## src/rtl/ptr_ram.sv

```systemverilog
// Generic single-port RAM with registered read.
// No dependencies.
`default_nettype none
module ptr_ram #(
  parameter int Width = 8,
  parameter int Depth = 256
) (
  input  wire logic                     clk_i,
  input  wire logic                     we_i,
  input  wire logic [$clog2(Depth)-1:0] addr_i,
  input  wire logic [Width-1:0]         wdata_i,
  output logic      [Width-1:0]         rdata_o
);
  logic [Width-1:0] mem_q [Depth];

  always_ff @(posedge clk_i) begin
    if (we_i) begin
      mem_q[addr_i] <= wdata_i;
    end
    rdata_o <= mem_q[addr_i];
  end
endmodule
`default_nettype wire

```

## config.mk

```make
export PLATFORM = sky130hd
export DESIGN_NAME = ptr_ram
export DESIGN_NICKNAME = d
export VERILOG_FILES = /design/src/rtl/ptr_ram.sv
export SDC_FILE = /design/constraint.sdc
export NUM_CORES = 2
export LEC_CHECK = 0
export BUFFER_PORTS_ARGS = -buffer_cell sky130_fd_sc_hd__buf_2
export CAP_MARGIN = 20
export CORE_ASPECT_RATIO = 2
export CORE_UTILIZATION = 55
export CTS_BUF_LIST = sky130_fd_sc_hd__clkbuf_8 sky130_fd_sc_hd__clkbuf_16
export DETAILED_ROUTE_END_ITERATION = 8
export GPL_TIMING_DRIVEN = 0
export HOLD_SLACK_MARGIN = 0.05
export PLACE_DENSITY = 0.71
export SLEW_MARGIN = 20
export SYNTH_ARGS = -nofsm -noshare
export SYNTH_HDL_FRONTEND = slang
export SYNTH_SLANG_ARGS = --single-unit
```

## constraint.sdc

```tcl
create_clock -name clk_i -period 3.1 [get_ports clk_i]
set_input_delay 0.31 -clock clk_i [delete_from_list [all_inputs] [get_ports clk_i]]
set_output_delay 0.31 -clock clk_i [all_outputs]
set_load 0.01 [all_outputs]
```

==> flow_summary_export.csv <==
group,metric,value,unit
logic_synthesis,yosysTopAreaCellShare,78.35,%
clock_tree,cts.sinks,2056,
place,dp_hpwl,146.8,mm
logic_synthesis,postSynthAreaPerCell,22.13,sq um
timing,setup_viol,96,
logic_synthesis,muxShareOfSynthArea,14.69,%
global_route,grt_pass1_vias,39777,
setup_path,worstPathMaxFanout,10,
logic_synthesis,synth_edf_count,2048,
timing,min_period_over_period,106.0,%
logic_synthesis,synthesis.area,78490,sq um
place,io_buffer_count,21,
timing,worst_slack,-0.1873,ns
drt,dr.first_iter.drc_count,4543,
timing,max_freq,304.2,MHz
status,violations,"negative setup slack",
logic_synthesis,yosysMostFrequentCell,"edfxtp_1",
timing,skew,0.05225,ns
clock_tree,cts_buffers,170,
clock_tree,postCtsSetupBuffers,0,
logic_synthesis,netlist_top_cells_count,"edfxtp_1 (2048), mux4_2 (512), a22oi_1 (256)",
timing,final.setup.tns,-2.537,ns
setup_path,required,3.71,ns
global_route,antenna_found_initial,9,
timing,tightestPinTransition,1.213,ns
drt,wirelength,211.9,mm
pwr,power.leakage,0.02661,uW
drt,ant_nets,0,
logic_synthesis,post_synth_xor_area_fraction,0,%
logic_synthesis,synth_top_family_by_area,"multiplexers",
pwr,p_total,55100,uW
global_route,grtUsageTotal,29.64,%
floorplan,die_h,536.3,um
clock_tree,tritoncts,"yes",
logic_synthesis,syn-num-nets,3565,
place,post-place-ws,-2.315,ns
timing,drv_slew,0,
logic_synthesis,yosys_warnings,0,
logic_synthesis,synthArstFlopShare,0,%
drt,dr.pass1.iters,5,
clock_tree,htree_levels,4,
final_layout,nFillCells,9316,
floorplan,row_count,195,
logic_synthesis,netlist_instances,3547,
global_route,overflow,0,
drt,vias,38161,
logic_synthesis,yosys.area.top_type,"edfxtp_1",
logic_synthesis,synth_area_leaders,"edfxtp_1 (78%), mux4_2 (15%), a22oi_1 (2.4%), nor2_1 (1.1%), a21oi_1 (0.82%)",
timing,slew_headroom,19.13,%
drt,vias_per_cell,6.610,
logic_synthesis,ys_types,22,
logic_synthesis,synth_simple_gate_area_share,1.733,%
logic_synthesis,synth_seq_cells,2056,
setup_path,startpoint_type,"input port",
timing,finalCriticalPeriod,3.287,ns
floorplan,dieArea,144300,sq um
hold_path,holdPathStages,2,
clock_tree,path_clk_slew,0.07,ns
floorplan,start_util,55.56,%
pwr,ir_worst_vdd,394.4,uV
logic_synthesis,ys_seq_area_share,78.55,%
global_route,grt_max_degree,133,
setup_path,crit_type,"in2reg",
setup_path,cp-end-kind,"flop",
floorplan,core_region_area,141300,sq um
logic_synthesis,synth_ff_type,"edfxtp_1",
final_layout,layout-drive-gt1-share,28.74,%
floorplan,ios,26,
status,status,"finished with violations",
setup_path,worstRegToRegCells,5,
hold_path,min_path_type,"in2reg",
place,gp_congestion,1.013,
clock_tree,worstSkewPairLatency,0.83,ns
setup_path,cp.arrival,3.90,ns
logic_synthesis,synth-adder-area-share,0,%
timing,whs,0.06961,ns
final_layout,area_delta_synth_final,12.28,%
flow_run,maxCapViolations,0,
floorplan,die_x,269.1,um
global_route,grt_pass1_wl,293.7,mm
pwr,cellPowerDensity,625.2,nW/um^2
clock_tree,root_buffer,"clkbuf_16",
timing,hold_viol,0,
drt,wl_per_cell,36.71,um
drt,drc,0,
clock_tree,clock_path_buffers,4,
logic_synthesis,synth_compound_area_share,3.622,%
final_layout,nets,3790,
-- power breakdown --
group	total, uW	switching [uW]	leakage (uW)	internal [uW]
Clock	21500	9660	0.00281	11900
Sequential	30600	22.0	0.0185	30600
Combinational	2940	2000	0.00533	945
-- metrics by stage --
| stage | util, % | std cells | instance area, sq um |
|---|---|---|---|
| 6_report | 62.39 | 5773 | 88130 |
| 5_1_grt | 62.38 | 5771 | 88130 |
| 4_1_cts | 62.26 | 5767 | 87950 |
| 3_5_place_dp | 57.90 | 5463 | 81790 |
| 3_3_place_gp | 57.30 | 5439 | 80940 |
| 2_1_floorplan | - | 3547 | 78490 |
-- kinds of logic after synthesis --
group,Yosys count
flip-flops,2056
buffers and inverters,233
multiplexers,512
AND/OR/NAND/NOR,330
AO/OA/AOI/OAI,416
-- path summary, 6_finish.rpt --
| kind | from | to | slack (ns) |
|---|---|---|---|
| worst max register to register | mem_q[123][5] | rdata_o[5] | 0.12 |
| worst max-delay path | addr_i[3] | rdata_o[2] | -0.19 |
| worst min register to register | mem_q[8][7] | rdata_o[7] | 1.03 |
| worst min-delay path | wdata_i[0] | mem_q[206][0] | 0.07 |
-- final cells by class --
cell class,count,area [sq um],share of cell area [%]
Tap cell,1871,2341,2.656
Multi-Input combinational cell,1258,16620,18.86
Buffer,232,1201,1.363
Clock buffer,175,4357,4.943
Antenna cell,5,12.51,0.01420
Timing Repair Buffer,53,850.8,0.9654
Clock inverter,122,1082,1.228
Sequential cell,2056,61660,69.96
Inverter,1,3.754,0.004259
-- what timing repair did --
item                       in CTS  in global routing
hold buffers                    7                  0
hold endpoints to repair      381                  0
pin swaps                       0                  0
setup endpoints to repair    1688                459
resized for setup             216                 38
-- flip-flops by register name (all words and copies together) (netlist names) --
register  count
mem_q      2048
rdata_o       8
-- worst max-delay path: stages --
cell      delay, ns
clkbuf_2       0.30
nor2b_1        0.09
clkbuf_2       0.40
buf_2          0.37
clkbuf_2       0.44
a22oi_1        0.53
a21oi_1        0.41
o41ai_4        0.67
nand4_1        0.35
-- metal layers --
layer  GRT usage [%]  up-vias  wire, um
li1                -    15472         -
met1           29.40    20031     62540
met2           52.67     1995    112700
met3           5.800      657     15310
met4           25.89        6     21370
met5               0        -        32
-- placed cells by master, fill, tap and decap left out, drive strengths merged --
master and count:
mux4 512, and2 3, dfxtp 8, nor2b 7, clkinv 54, or3 1, inv 44, clkinvlp 5
nor3 30, nand2 28, nand4 8, nand2b 6, nor2 232, clkbuf 321, edfxtp 2048, buf 132
o41ai 32, a21oi 128, diode 5, nand3 13, or2 2, a22oi 256, bufinv 20, dlygate4sd3 7
No activity file was read; power rests on OpenSTA's default activity.
